==> config.mk <==
export PLATFORM = sky130hd
export DESIGN_NAME = earliest_free_server_dispatch
export DESIGN_NICKNAME = d
export VERILOG_FILES = /design/src/design/efsd_pkg.sv /design/src/design/efsd_cfg.sv /design/src/design/efsd_mem.sv /design/src/design/earliest_free_server_dispatch.sv
export SDC_FILE = /design/constraint.sdc
export NUM_CORES = 1
export LEC_CHECK = 0
export BUFFER_PORTS_ARGS = -buffer_cell sky130_fd_sc_hd__buf_4
export CAP_MARGIN = 20
export CORE_MARGIN = 2
export CORE_UTILIZATION = 30
export CTS_CLUSTER_DIAMETER = 60
export DETAILED_ROUTE_END_ITERATION = 10
export HOLD_SLACK_MARGIN = 0.05
export PLACE_DENSITY = 0.56
export SLEW_MARGIN = 20
export SYNTH_ARGS = -nofsm -noshare
export SYNTH_HDL_FRONTEND = slang
export SYNTH_SLANG_ARGS = --single-unit
==> constraint.sdc <==
create_clock -name i_clk -period 10.3 [get_ports i_clk]
set_clock_uncertainty 0.2 [all_clocks]
set_input_delay 1.545 -clock i_clk [delete_from_list [all_inputs] [get_ports i_clk]]
set_output_delay 1.545 -clock i_clk [all_outputs]
set_load 0.01 [all_outputs]
==> src/design/efsd_pkg.sv <==
package efsd_pkg;

    // configuration register indexes (byte address bit 2)
    localparam logic RegActive = 1'b0;
    localparam logic RegLimit  = 1'b1;

    // reset values of the configuration registers
    localparam logic [4:0]  ActiveReset = 5'd1;
    localparam logic [15:0] LimitReset  = 16'd20;

    // saturation value for times and counts
    localparam logic [31:0] TimeMax = 32'hFFFF_FFFF;

    // sequencer states
    typedef enum logic [4:0] {
        S_IDLE  = 5'b00001,
        S_SCAN  = 5'b00010,
        S_START = 5'b00100,
        S_SUM   = 5'b01000,
        S_DONE  = 5'b10000
    } t_state;

    // configuration as seen by the datapath
    typedef struct packed {
        logic [4:0]  active_servers;
        logic [15:0] wait_limit;
    } t_cfg;

endpackage

==> src/design/efsd_cfg.sv <==
module efsd_cfg (
    input  logic                i_clk,
    input  logic                i_rst_n,
    input  logic                psel,
    input  logic                penable,
    input  logic                pwrite,
    input  logic [2:0]          paddr,
    input  logic [31:0]         pwdata,
    output logic [31:0]         prdata,
    output logic                pready,
    output efsd_pkg::t_cfg      o_cfg
);

    logic [4:0]  r_active;
    logic [15:0] r_limit;
    logic        wr_en;

    assign wr_en  = psel & penable & pwrite;
    assign pready = 1'b1;

    // register writes
    always_ff @(posedge i_clk) begin
        if (!i_rst_n) begin
            r_active <= efsd_pkg::ActiveReset;
            r_limit  <= efsd_pkg::LimitReset;
        end else if (wr_en) begin
            unique case (paddr[2])
                efsd_pkg::RegActive: r_active <= pwdata[4:0];
                efsd_pkg::RegLimit:  r_limit  <= pwdata[15:0];
                default: ;
            endcase
        end
    end

    // read mux
    always_comb begin
        unique case (paddr[2])
            efsd_pkg::RegActive: prdata = {27'd0, r_active};
            efsd_pkg::RegLimit:  prdata = {16'd0, r_limit};
            default:             prdata = 32'd0;
        endcase
    end

    assign o_cfg.active_servers = r_active;
    assign o_cfg.wait_limit     = r_limit;

endmodule

==> src/design/efsd_mem.sv <==
module efsd_mem #(
    parameter int DEPTH = 16,
    parameter int AW    = 4
) (
    input  logic          i_clk,
    input  logic          i_rst_n,
    input  logic          i_rd_en,
    input  logic [AW-1:0] i_rd_addr,
    output logic [31:0]   o_rd_data,
    input  logic          i_wr_en,
    input  logic [AW-1:0] i_wr_addr,
    input  logic [31:0]   i_wr_data
);

    logic [31:0]      mem [DEPTH];
    logic [DEPTH-1:0] r_valid;
    logic [31:0]      r_rd_data;
    logic             r_rd_valid;

    // free-time storage, written once per item
    always_ff @(posedge i_clk) begin
        if (i_wr_en) begin
            mem[i_wr_addr] <= i_wr_data;
        end
        if (i_rd_en) begin
            r_rd_data <= mem[i_rd_addr];
        end
    end

    // valid bits: an entry never written reads as zero
    always_ff @(posedge i_clk) begin
        if (!i_rst_n) begin
            r_valid    <= '0;
            r_rd_valid <= 1'b0;
        end else begin
            if (i_wr_en) begin
                r_valid[i_wr_addr] <= 1'b1;
            end
            if (i_rd_en) begin
                r_rd_valid <= r_valid[i_rd_addr] & ~(i_wr_en & (i_wr_addr == i_rd_addr));
            end
        end
    end

    assign o_rd_data = r_rd_valid ? r_rd_data : 32'd0;

endmodule

==> src/design/earliest_free_server_dispatch.sv <==
// Earliest-free-server dispatcher.
// Input channel: i_valid / o_stall carry one job (arrival time, service time).
// Output channel: o_valid / i_stall carry one result per job: chosen server,
// start time, wait, over-limit flag and the running over-limit count.
// An item is taken at a clock edge with valid high and stall low.
// Each job scans the active servers' free times one per cycle through a single
// comparator reading a memory with one read and one write port, then steps
// through start, end/wait and the limit check, reusing the same comparator.
// The servers scanned are those in use (1 to MAX_SERVERS); a new job is
// taken only after the last job's result has gone to the output register.
// o_stall is high from accept until the result is moved to the output
// register; a result still waiting on the output does not block the next
// accept, but the following result holds until the output register is free.
// Synchronous reset (i_rst_n low) makes all free times read as zero, clears the
// over-limit count to zero, and loads active_servers = 1, wait_limit = 20.
// Configuration: APB-style port, active_servers at 0x0, wait_limit at 0x4.
module earliest_free_server_dispatch #(
    parameter int MAX_SERVERS = 16
) (
    input  logic        i_clk,
    input  logic        i_rst_n,
    input  logic        i_valid,
    output logic        o_stall,
    input  logic [31:0] i_arrival_time,
    input  logic [15:0] i_service_time,
    output logic        o_valid,
    input  logic        i_stall,
    output logic [3:0]  o_server_index,
    output logic [31:0] o_start_time,
    output logic [31:0] o_wait_time,
    output logic        o_over_limit,
    output logic [31:0] o_over_total,
    input  logic        psel,
    input  logic        penable,
    input  logic        pwrite,
    input  logic [2:0]  paddr,
    input  logic [31:0] pwdata,
    output logic [31:0] prdata,
    output logic        pready
);

    localparam int AW = (MAX_SERVERS > 1) ? $clog2(MAX_SERVERS) : 1;
    localparam logic [8:0] MaxUsed = 9'(MAX_SERVERS);

    efsd_pkg::t_cfg   cfg;
    efsd_pkg::t_state r_state, n_state;

    logic [31:0]   r_arrival;
    logic [15:0]   r_service;
    logic [AW-1:0] r_last;
    logic [AW-1:0] r_k;
    logic [AW-1:0] r_best;
    logic [31:0]   r_best_time;
    logic [31:0]   r_start;
    logic [31:0]   r_wait;
    logic [31:0]   r_end;
    logic [31:0]   r_excess;

    logic          r_out_valid;
    logic [3:0]    r_out_index;
    logic [31:0]   r_out_start;
    logic [31:0]   r_out_wait;
    logic          r_out_over;
    logic [31:0]   r_out_total;

    logic          accept;
    logic          out_free;
    logic          finish;
    logic [8:0]    used;
    logic [8:0]    last_wide;
    logic          rd_en;
    logic [AW-1:0] rd_addr;
    logic [31:0]   rd_data;
    logic [31:0]   cmp_a, cmp_b;
    logic          cmp_lt;
    logic [32:0]   end_sum;
    logic [AW+3:0] best_wide;

    efsd_cfg u_cfg (
        .i_clk   (i_clk),
        .i_rst_n (i_rst_n),
        .psel    (psel),
        .penable (penable),
        .pwrite  (pwrite),
        .paddr   (paddr),
        .pwdata  (pwdata),
        .prdata  (prdata),
        .pready  (pready),
        .o_cfg   (cfg)
    );

    efsd_mem #(
        .DEPTH (MAX_SERVERS),
        .AW    (AW)
    ) u_mem (
        .i_clk     (i_clk),
        .i_rst_n   (i_rst_n),
        .i_rd_en   (rd_en),
        .i_rd_addr (rd_addr),
        .o_rd_data (rd_data),
        .i_wr_en   (finish),
        .i_wr_addr (r_best),
        .i_wr_data (r_end)
    );

    // handshake
    assign o_stall  = (r_state != efsd_pkg::S_IDLE);
    assign accept   = i_valid & (r_state == efsd_pkg::S_IDLE);
    assign out_free = ~r_out_valid | ~i_stall;
    assign finish   = (r_state == efsd_pkg::S_DONE) & out_free;

    // number of servers in use, clamped to 1..MAX_SERVERS
    always_comb begin
        used = {4'd0, cfg.active_servers};
        if (used == 9'd0) begin
            used = 9'd1;
        end
        if (used > MaxUsed) begin
            used = MaxUsed;
        end
        last_wide = used - 9'd1;
    end

    // memory read: entry 0 on accept, next entry during the scan
    always_comb begin
        rd_en   = 1'b0;
        rd_addr = r_k + AW'(1);
        if (accept) begin
            rd_en   = 1'b1;
            rd_addr = '0;
        end else if ((r_state == efsd_pkg::S_SCAN) && (r_k != r_last)) begin
            rd_en = 1'b1;
        end
    end

    // shared comparator: scan, start select, limit check
    always_comb begin
        cmp_a = rd_data;
        cmp_b = r_best_time;
        unique case (r_state)
            efsd_pkg::S_START: begin
                cmp_a = r_arrival;
                cmp_b = r_best_time;
            end
            efsd_pkg::S_DONE: begin
                cmp_a = {16'd0, cfg.wait_limit};
                cmp_b = r_wait;
            end
            default: ;
        endcase
    end
    assign cmp_lt = cmp_a < cmp_b;

    assign end_sum = {1'b0, r_start} + {17'd0, r_service};

    // sequencer
    always_comb begin
        n_state = r_state;
        unique case (r_state)
            efsd_pkg::S_IDLE:  if (accept) n_state = efsd_pkg::S_SCAN;
            efsd_pkg::S_SCAN:  if (r_k == r_last) n_state = efsd_pkg::S_START;
            efsd_pkg::S_START: n_state = efsd_pkg::S_SUM;
            efsd_pkg::S_SUM:   n_state = efsd_pkg::S_DONE;
            efsd_pkg::S_DONE:  if (out_free) n_state = efsd_pkg::S_IDLE;
            default:           n_state = efsd_pkg::S_IDLE;
        endcase
    end

    always_ff @(posedge i_clk) begin
        if (!i_rst_n) begin
            r_state <= efsd_pkg::S_IDLE;
        end else begin
            r_state <= n_state;
        end
    end

    // datapath registers
    always_ff @(posedge i_clk) begin
        if (accept) begin
            r_arrival <= i_arrival_time;
            r_service <= i_service_time;
            r_last    <= last_wide[AW-1:0];
            r_k       <= '0;
        end
        // scan keeps the earliest, lowest index on ties
        if (r_state == efsd_pkg::S_SCAN) begin
            if ((r_k == '0) || cmp_lt) begin
                r_best      <= r_k;
                r_best_time <= rd_data;
            end
            r_k <= r_k + AW'(1);
        end
        // start is the later of arrival and free time
        if (r_state == efsd_pkg::S_START) begin
            r_start <= cmp_lt ? r_best_time : r_arrival;
        end
        // wait and saturating end time
        if (r_state == efsd_pkg::S_SUM) begin
            r_wait <= r_start - r_arrival;
            r_end  <= end_sum[32] ? efsd_pkg::TimeMax : end_sum[31:0];
        end
    end

    assign best_wide = {4'd0, r_best};

    // over-limit count and output register
    always_ff @(posedge i_clk) begin
        if (!i_rst_n) begin
            r_excess    <= '0;
            r_out_valid <= 1'b0;
        end else begin
            if (r_out_valid && !i_stall) begin
                r_out_valid <= 1'b0;
            end
            if (finish) begin
                r_out_valid <= 1'b1;
                if (cmp_lt && (r_excess != efsd_pkg::TimeMax)) begin
                    r_excess <= r_excess + 32'd1;
                end
            end
        end
    end

    always_ff @(posedge i_clk) begin
        if (finish) begin
            r_out_index <= best_wide[3:0];
            r_out_start <= r_start;
            r_out_wait  <= r_wait;
            r_out_over  <= cmp_lt;
            r_out_total <= (cmp_lt && (r_excess != efsd_pkg::TimeMax))
                           ? r_excess + 32'd1 : r_excess;
        end
    end

    assign o_valid        = r_out_valid;
    assign o_server_index = r_out_index;
    assign o_start_time   = r_out_start;
    assign o_wait_time    = r_out_wait;
    assign o_over_limit   = r_out_over;
    assign o_over_total   = r_out_total;

endmodule

; Word level (Yosys, flattened, before mapping)
; Memory sizes are Yosys's and may differ from the RTL's. A register that Yosys moved wholly into a read port is not among the register bits.
; Cells that the tools add are included.
[totals]
regBits = 365
ram_bits = 512
in_bits = 90
out_inout_bits = 136
word_cells = 96
mem_count = 1
[mem_list]
columns = name, depth, width, rd, rd_ports_with_merged_regs, write_ports, line_no
row1 = u_mem.mem, 16, 32, 1, 1, 1, efsd_mem.sv:15  ; logic [31:0] mem [DEPTH];
[op_classes]
n_addsub = 5
magnitude_cmp = 5
n_eq_ne = 13
muxes = 25
n_bitwise = 12
n_reduce_logical = 14
[ops]
columns = op, count
row1 = 2-to-1 mux 32 bit, 4
row2 = one-hot mux 32 bit (2 select lines), 2
row3 = adder 32 x 16 -> 33 bit, 1
row4 = "adder 32 x 1 -> 32 bit, second input constant", 1
row5 = < comparator 32 bit, 1
row6 = "inequality test 32 bit, second input constant", 1
row7 = subtractor 32 bit, 1
row8 = one-hot mux 5 bit (5 select lines), 1
row9 = 2-to-1 mux 5 bit, 4
row10 = 2-to-1 mux 4 bit, 4
row11 = OR 16 bit, 1
row12 = "< comparator 4 x 5 -> 1 bit, second input constant", 2
row13 = == test 4 bit, 2
row14 = 2-to-1 mux 1 bit, 8
row15 = bitwise AND 1 bit, 6
row16 = AND reduction 2 bit, 3
row17 = "== test 5 x 1 -> 1 bit, second input constant", 1
row18 = "== test 5 x 2 -> 1 bit, second input constant", 1
row19 = "== test 5 x 3 -> 1 bit, second input constant", 1
row20 = "== test 5 x 4 -> 1 bit, second input constant", 1
row21 = "== test 5 bit, second input constant", 1
row22 = "greater-than comparator 5 bit, second input constant", 1
row23 = logical NOT 5 bit, 1
row24 = "inequality test 5 x 1 -> 1 bit, second input constant", 1
row25 = other kinds (16), 24

; Depth between registers and ports, before layout
; Gate-level depths: netlist of run 1.
[logic_depth]
word_depth = 7
ltp_mapped = 19
mapped_depth_nobuf = 17

; Cells and area by module
; A second synthesis of run 1 with hierarchy kept.
[hier_totals]
cells_unflattened = 2256
area_unflattened_um2 = 38274.2
[by_module_without_submodules]
columns = module, instances, cells_each, area_per_inst_um2, seq_area_each_um2
row1 = efsd_mem, 1, 857, 21149.0, 16676.0
row2 = earliest_free_server_dispatch, 1, 1272, 15971.6, 9439.1
row3 = efsd_cfg, 1, 127, 1153.6, 420.4

; Least setup slack after synthesis of run 1
; No wires, ideal clock.
[synth_timing]
path_type = register -> register
startpoint = reg r_state[4]
endpoint = reg r_state[0]
setup_time_ns = 0.144
t_arrival_ns = 5.980
required_time_ns = 9.956
slack_ns = 3.976
stages_incl_launch_ff = 5
path_buffers = 0
period_less_slack_ns = 6.324
cell_sequence = dfxtp_1 nor3_1 nor3b_1 o21bai_1 o221ai_1
[synth_between]
elab_chain_len = 4
elab_cells_between_ends = 11
cone_classes = eq/ne (8) / mux (1) / bitwise (1) / reduce/logical (1)
[synth_lines]
columns = item, line_no
row1 = start: declaration, earliest_free_server_dispatch.sv:46  ; efsd_pkg::t_state r_state, n_state;
row2 = start signal: assignment, earliest_free_server_dispatch.sv:171  ; r_state <= efsd_pkg::S_IDLE;
row3 = start signal: assignment, earliest_free_server_dispatch.sv:173  ; r_state <= n_state;
row4 = == test 5 x 1 -> 1 bit, "earliest_free_server_dispatch.sv:108, earliest_free_server_dispatch.sv:159"
row5 = bitwise AND 1 bit, earliest_free_server_dispatch.sv:108  ; assign accept = i_valid & (r_state == efsd_pkg::S_IDLE);
row6 = inequality test 2 bit (no source line), n/a
row7 = AND reduction 3 bit (no source line), n/a
; Several ways; a longest one is shown, not always the timed one.
; A chain may end at the register's enable or synchronous reset.

; Worst setup path after layout of run 1
[layout_timing]
startpoint = reg r_state[2]
endpoint = reg r_excess[21]
[layout_between]
elab_chain_len = 5
elab_cells_between_ends = 8
cone_classes = order compare (1) / eq/ne (2) / mux (3) / bitwise (1) / reduce/logical (1)
[layout_lines]
columns = item, line_no
row1 = == test 5 bit or == test 5 x 3 -> 1 bit (tied branches), "earliest_free_server_dispatch.sv:110, earliest_free_server_dispatch.sv:140"
row2 = one-hot mux 32 bit (2 select lines) or 2-to-1 mux 32 bit (tied branches), earliest_free_server_dispatch.sv:140  ; unique case (r_state)
row3 = < comparator 32 bit, earliest_free_server_dispatch.sv:152  ; assign cmp_lt = cmp_a < cmp_b;
row4 = logical AND 1 bit, earliest_free_server_dispatch.sv:217  ; if (cmp_lt && (r_excess != efsd_pkg::TimeMax)) begin
row5 = 2-to-1 mux 32 bit, n/a
row6 = end signal: assignment, earliest_free_server_dispatch.sv:218  ; r_excess <= r_excess + 32'd1;
row7 = end: declaration, earliest_free_server_dispatch.sv:57  ; logic [31:0] r_excess;
; Several ways; a longest one is shown, not always the timed one.

==> results of run 1 <==
[synthesized netlist by cell type (13+ instances only)]
master    count
mux2_2      236
buf_4        19
nor2_1      136
clkbuf_1    124
and2_1       49
inv_1        56
a21o_1       31
nand2b_1     14
a22oi_1      16
a221o_1      33
a22o_1       16
a221oi_1     67
o21ai_0      30
nand3_1      41
buf_2        13
nand2_1     230
mux2i_1      42
o32ai_1      32
nor3_1       31
xnor2_1      68
nand4_1      21
and3_1       52
ha_1         82
o221ai_1     32
a21oi_1     166
xor2_1       33
dfxtp_1      76
edfxtp_1    833
[placed cells by master, fill, tap and decap left out, types with 67 or more instances in the layout]
master     netlist  layout
edfxtp_1       833     833
buf_4           19     244
mux2_2         236     236
nand2_1        230     228
a21oi_1        166     165
nor2_1         136     121
clkbuf_16        0      96
ha_1            82      81
dfxtp_1         76      76
xnor2_1         68      67
a221oi_1        67      67
[per-stage QoR]
step / hold slack, ns / setup WS, ns / std cells
finish: 0.266 / 4.62 / 4738
detailed placement: 0.256 / 4.38 / 4564
CTS: 0.271 / 4.36 / 4734
floorplan: 0.226 / 3.98 / 2744
global route: 0.288 / 4.17 / 4736
global placement: 0.245 / 4.30 / 4564
[layout make-up]
class	count	area (um2)	area share (%)
Antenna cell	3	7.51	0.0163
Clock buffer	115	2530	5.51
Clock inverter	55	752	1.63
Inverter	59	229	0.498
Multi-Input combinational cell	1609	11900	25.9
Sequential cell	909	26500	57.7
Tap cell	1742	2180	4.74
Timing Repair Buffer	246	1860	4.05
[critical path, stage by stage (launching register included)]
cell       delay [ns]
dfxtp_1          0.36
nor3_2           0.28
and3b_2          0.24
buf_4            0.43
nor2_2           0.07
buf_4            0.26
nand2_1          0.10
nand2_1          0.06
ha_1             0.31
a21o_1           0.16
a21o_1           0.18
a211oi_1         0.30
o21ai_1          0.21
a2111oi_4        0.47
o21ai_2          0.12
buf_4            0.27
inv_4            0.44
o21ai_2          0.24
buf_6            0.23
or4_1            0.47
a21oi_1          0.14
[final timing paths]
| check | from | endpoint | slack [ns] | cells past startpoint |
|---|---|---|---|---|
| worst max-delay path | r_state[2] | r_excess[21] | 4.62 | 20 |
| worst min-delay path | u_mem.r_valid[11] | u_mem.r_valid[11] | 0.27 | 2 |
| worst max register to register | r_state[2] | r_excess[21] | 4.62 | 20 |
| worst min register to register | u_mem.r_valid[11] | u_mem.r_valid[11] | 0.27 | 2 |
[cells by family after synthesis]
kind of cell    Yosys count  synth area share, %
other cells               2               0.0192
buf+inv                 226                 2.44
mux                     278                 7.86
simple gates            635                 7.92
xor+xnor                101                 2.26
fa+ha+maj                84                 2.72
flops                   909                 67.8
compound gates          494                 9.01
[metal layers]
metal | vias up | track usage [%] | routed length [um]
li1 | 10900 | - | -
met1 | 12000 | 20.6 | 46400
met2 | 745 | 26.1 | 51100
met3 | 135 | 2.74 | 6320
met4 | 2 | 4.67 | 2570
met5 | - | 0 | 13
[power by group]
part           total (mW)  switching [mW]  internal (mW)  leakage, nW
clock                3.63            1.45           2.18         1.60
sequential           4.13          0.0549           4.07         8.09
combinational       0.845           0.537          0.309         6.29
total                8.60            2.04           6.56         16.0
==> summary.txt, run 1 <==
outcome = finished clean
count of buffers from port buffering = 190
PD cells = 187 nW/um2
Yosys top cell area share = 63.9%
power consumption = 8.60 mW
Slew Limit Headroom = 31.2%
max reg flops = 512
Hold Path Class = reg2reg
Clock Tree Buf Depth = 3
IO Count = 226
Rows = 132
Remaining DRCs = 0
final wirelength = 106 mm
placed inst area = 42700 um2
synth warn = 0
global-route wire length before repair = 154 mm
# resized after CTS = 0
fraction of registers with async set/reset = 0%
die area = 133000 um2
global placer's final weighted congestion = 0.821
DR vias = 23800
Post-layout nets = 3092
setup_tns = 0 ns
starting density of the core = 30.2%
Root Driver = clkbuf_16
Routed wire per std cell = 22.5 um
vias in the first global route = 23000
Fillers = 12500
Overall Global Routing Usage = 15.6%
Least-Margin Pin Slew = 1.03 ns
Leak = 16.0 nW
unrepaired setup endpoints after global routing = false
number of max-cap violations = 0
startpoint types = register
cell area after layout = 46000 um2
Setup Viol. Count Final = 0
Area contributors post-synth = edfxtp_1 (64%), mux2_2 (6.8%), dfxtp_1 (3.9%), ha_1 (2.6%), nand2_1 (2.2%)
Mapped Area = 39200 um2
Max Fclk = 0.176 GHz
largest register by flop count = u_mem.mem
Final ANT Viol Nets = 0
CTS tree = yes
Mean Syn Cell Area = 14.3 um2
hold-fix buffers at CTS = 0
insertion delay to the later sink of the worst-skew pair = 0.67 ns
Die Ht = 365 um
Critical Path RT = 10.69 ns
global route total overflow = 0
Mapped Cells = 2729
Final Cycle Share = 55.1%
Pre-Repair DR Iteration Count = 7
Final Hold Fails = 0
Clock transition at path regs = 0.06 ns
post-CTS setup buffers = 0
post-detail-place hpwl = 64.0 mm
initial antenna violation count = 4
Slew Viols, Final = 0
total CTS buffers = 93
Crit Path Class = reg2reg
number of synthesized flops with an enable pin = 833
library cells used by synthesis = 77
Min Clock Period, post-route = 5.68 ns
CP Max Fanout = 34
drt initial violations = 2187
peak supply drop = 124 uV
Area Overhead vs Synth = 17.5%
ys flop type = edfxtp_1
Yosys reg bits = 909
CTS HTree Levels = 3
CP Capture Type = register
leading area contributor after synthesis = edfxtp_1
largest net degree at the start of global routing = 100
Die Wd = 365 um
Placeable Area = 129000 um2
Seq/Total Area, Yosys = 67.8%
Final Util = 35.5%
TritonCTS sink count = 909
ratio of cells with drive above 1 in the final layout = 22.6%
via/cell ratio = 5.01
worst path arrival time = 6.07 ns
Note: power is estimated with default switching activity, not from simulation.
==> inputs of run 2 (changes only) <==
--- a/config.mk
+++ b/config.mk
@@ -12,7 +12,7 @@
 export CTS_CLUSTER_DIAMETER = 60
 export DETAILED_ROUTE_END_ITERATION = 10
 export HOLD_SLACK_MARGIN = 0.05
-export PLACE_DENSITY = 0.56
+export PLACE_DENSITY = 0.58
 export SLEW_MARGIN = 20
 export SYNTH_ARGS = -nofsm -noshare
 export SYNTH_HDL_FRONTEND = slang
==> constraint.sdc (replaced) <==
create_clock -name i_clk -period 5.2 [get_ports i_clk]
set_clock_uncertainty 0.2 [all_clocks]
set_input_delay 0.78 -clock i_clk [delete_from_list [all_inputs] [get_ports i_clk]]
set_output_delay 0.78 -clock i_clk [all_outputs]
set_load 0.01 [all_outputs]
==> summary.txt, run 2 (synthesized netlist as in run 1, its figures left out) <==
number of max-cap violations = 0
starting density of the core = 30.2%
setup_tns = 0 ns
Slew Limit Headroom = 30.1%
Fillers = 12400
Reg-to-Reg Start = r_state[2]
crit path from = r_state[2]
pre-CTS WS = 0.255 ns
most common cell after layout, fill and taps aside = edfxtp_1
Post-layout nets = 3124
Overall Global Routing Usage = 15.5%
CP Max Fanout = 22
outcome = finished clean
# resized after CTS = 0
Final Hold Fails = 0
M1 wire length = 46.0 mm
worst path arrival time = 5.11 ns
ratio of cells with drive above 1 in the final layout = 22.7%
global placer's final weighted congestion = 0.834
largest net degree at the start of global routing = 104
Remaining DRCs = 0
CTS HTree Levels = 3
Routed wire per std cell = 22.3 um
cell area after layout = 46200 um2
Area Overhead vs Synth = 18.0%
Clock transition at path regs = 0.06 ns
Finished Layout Cells = 4769
PD cells = 360 nW/um2
CTS tree = yes
max reg flops = 512
die area = 133000 um2
Placed Cells incl. Taps = 4584
met2 routed WL = 50.9 mm
Leak = 16.1 nW
Placeable Area = 129000 um2
unrepaired setup endpoints after global routing = false
PnR worst setup slack = 0.286 ns
Top Metal Used = met5
count of buffers from port buffering = 190
TritonCTS sink count = 909
Die Ht = 365 um
Final Util = 35.7%
met3 WL post-DR = 6.13 mm
crit-path cells = nor3_2 -> and3b_2 -> nor2_2 -> buf_4 -> a22o_1 -> ha_1 -> a211oi_1 -> o21ai_0 -> a21oi_1 -> o21ai_1 -> a2111oi_4 -> buf_4 -> o21ai_2 -> buf_4 -> nor2_2 -> buf_12 -> nand4_1 -> xnor2_1
via/cell ratio = 5.02
worst hold slack = 0.0883 ns
IO Count = 226
worst reg2reg path depth = 18
startpoint types = register
Die Wd = 365 um
Root Driver = clkbuf_16
Final ANT Viol Nets = 0
DR vias = 23900
initial antenna violation count = 8
Min Clock Period, post-route = 4.91 ns
CP Capture Type = register
global route total overflow = 0
Setup Viol. Count Final = 0
Rows = 132
most frequent cells in the layout = edfxtp_1 (833), buf_4 (251), mux2_2 (236), nand2_1 (228), a21oi_1 (165)
global-route wire length before repair = 154 mm
placed inst area = 43000 um2
Hold Path Depth = 1
Slew Viols, Final = 0
Critical Path RT = 5.39 ns
cell mode on critical path = buf_4
Crit Path Class = reg2reg
insertion delay to the later sink of the worst-skew pair = 0.67 ns
post-detail-place hpwl = 66.0 mm
drt initial violations = 2311
peak supply drop = 278 uV
CP max-delay cell = nor2_2
vias in the first global route = 23400
hold path startpoint = i_arrival_time[27]
final wirelength = 106 mm
CP max stage delay = 0.59 ns
total CTS buffers = 91
largest register by flop count = u_mem.mem
Final Cycle Share = 94.5%
power consumption = 16.6 mW
Least-Margin Pin Slew = 1.05 ns
Clock Tree Buf Depth = 3
Max Fclk = 0.204 GHz
Pre-Repair DR Iteration Count = 7
Hold Path Class = in2reg
[run 2: cell types whose count changed in the layout (fill, tap and decap cells not counted), sizes merged]
cell         previous run  this run
buf                   246       265
bufinv                 17        12
clkbuf                115       113
clkinv                 29        37
diode                   3         2
dlygate4sd3             0        15
inv                    64        61
[run 2: worst paths after layout]
| kind | end | slack [ns] |
|---|---|---|
| min reg2reg | u_mem.r_valid[8] | 0.27 |
| max | o_over_total[20] | 0.29 |
| min | r_arrival[27] | 0.09 |
| max reg2reg | o_over_total[20] | 0.29 |
[run 2: area by class of cell]
cell class,instances,area [um2],share of cell area [%]
flip-flops and latches,909,26500,57.4
multi-input cells,1609,11900,25.8
clock buffers,113,2420,5.24
repair buffers,280,2310,5.00
well taps,1742,2180,4.72
clock inverters,55,618,1.34
inverters,59,229,0.495
diodes,2,5.00,0.0108
[run 2: report_power, final]
| group | switching [mW] | internal [mW] | total (mW) | leakage (nW) |
|---|---|---|---|---|
| combinational | 1.08 | 0.647 | 1.73 | 6.49 |
| sequential | 0.100 | 8.06 | 8.16 | 8.09 |
| clock | 2.84 | 3.91 | 6.75 | 1.48 |
[run 2: critical path, delay by kind of cell, from the launching register on]
family	cells	cell delay [ns]
flops	1	0.44
buf+inv	4	1.01
compound gates	7	1.39
xor+xnor	1	0.16
simple gates	5	1.19
fa+ha+maj	1	0.23
[run 2: per-layer routing]
metal	vias to the layer above	global-route usage [%]
met5	-	0
met4	2	5.93
met3	145	2.48
met2	779	25.6
met1	12100	20.4
li1	10900	-
[run 2: what timing repair did]
action	4_1_cts	5_1_grt
setup buffers	0	0
hold buffers	15	0
endpoints found under the hold margin	15	0
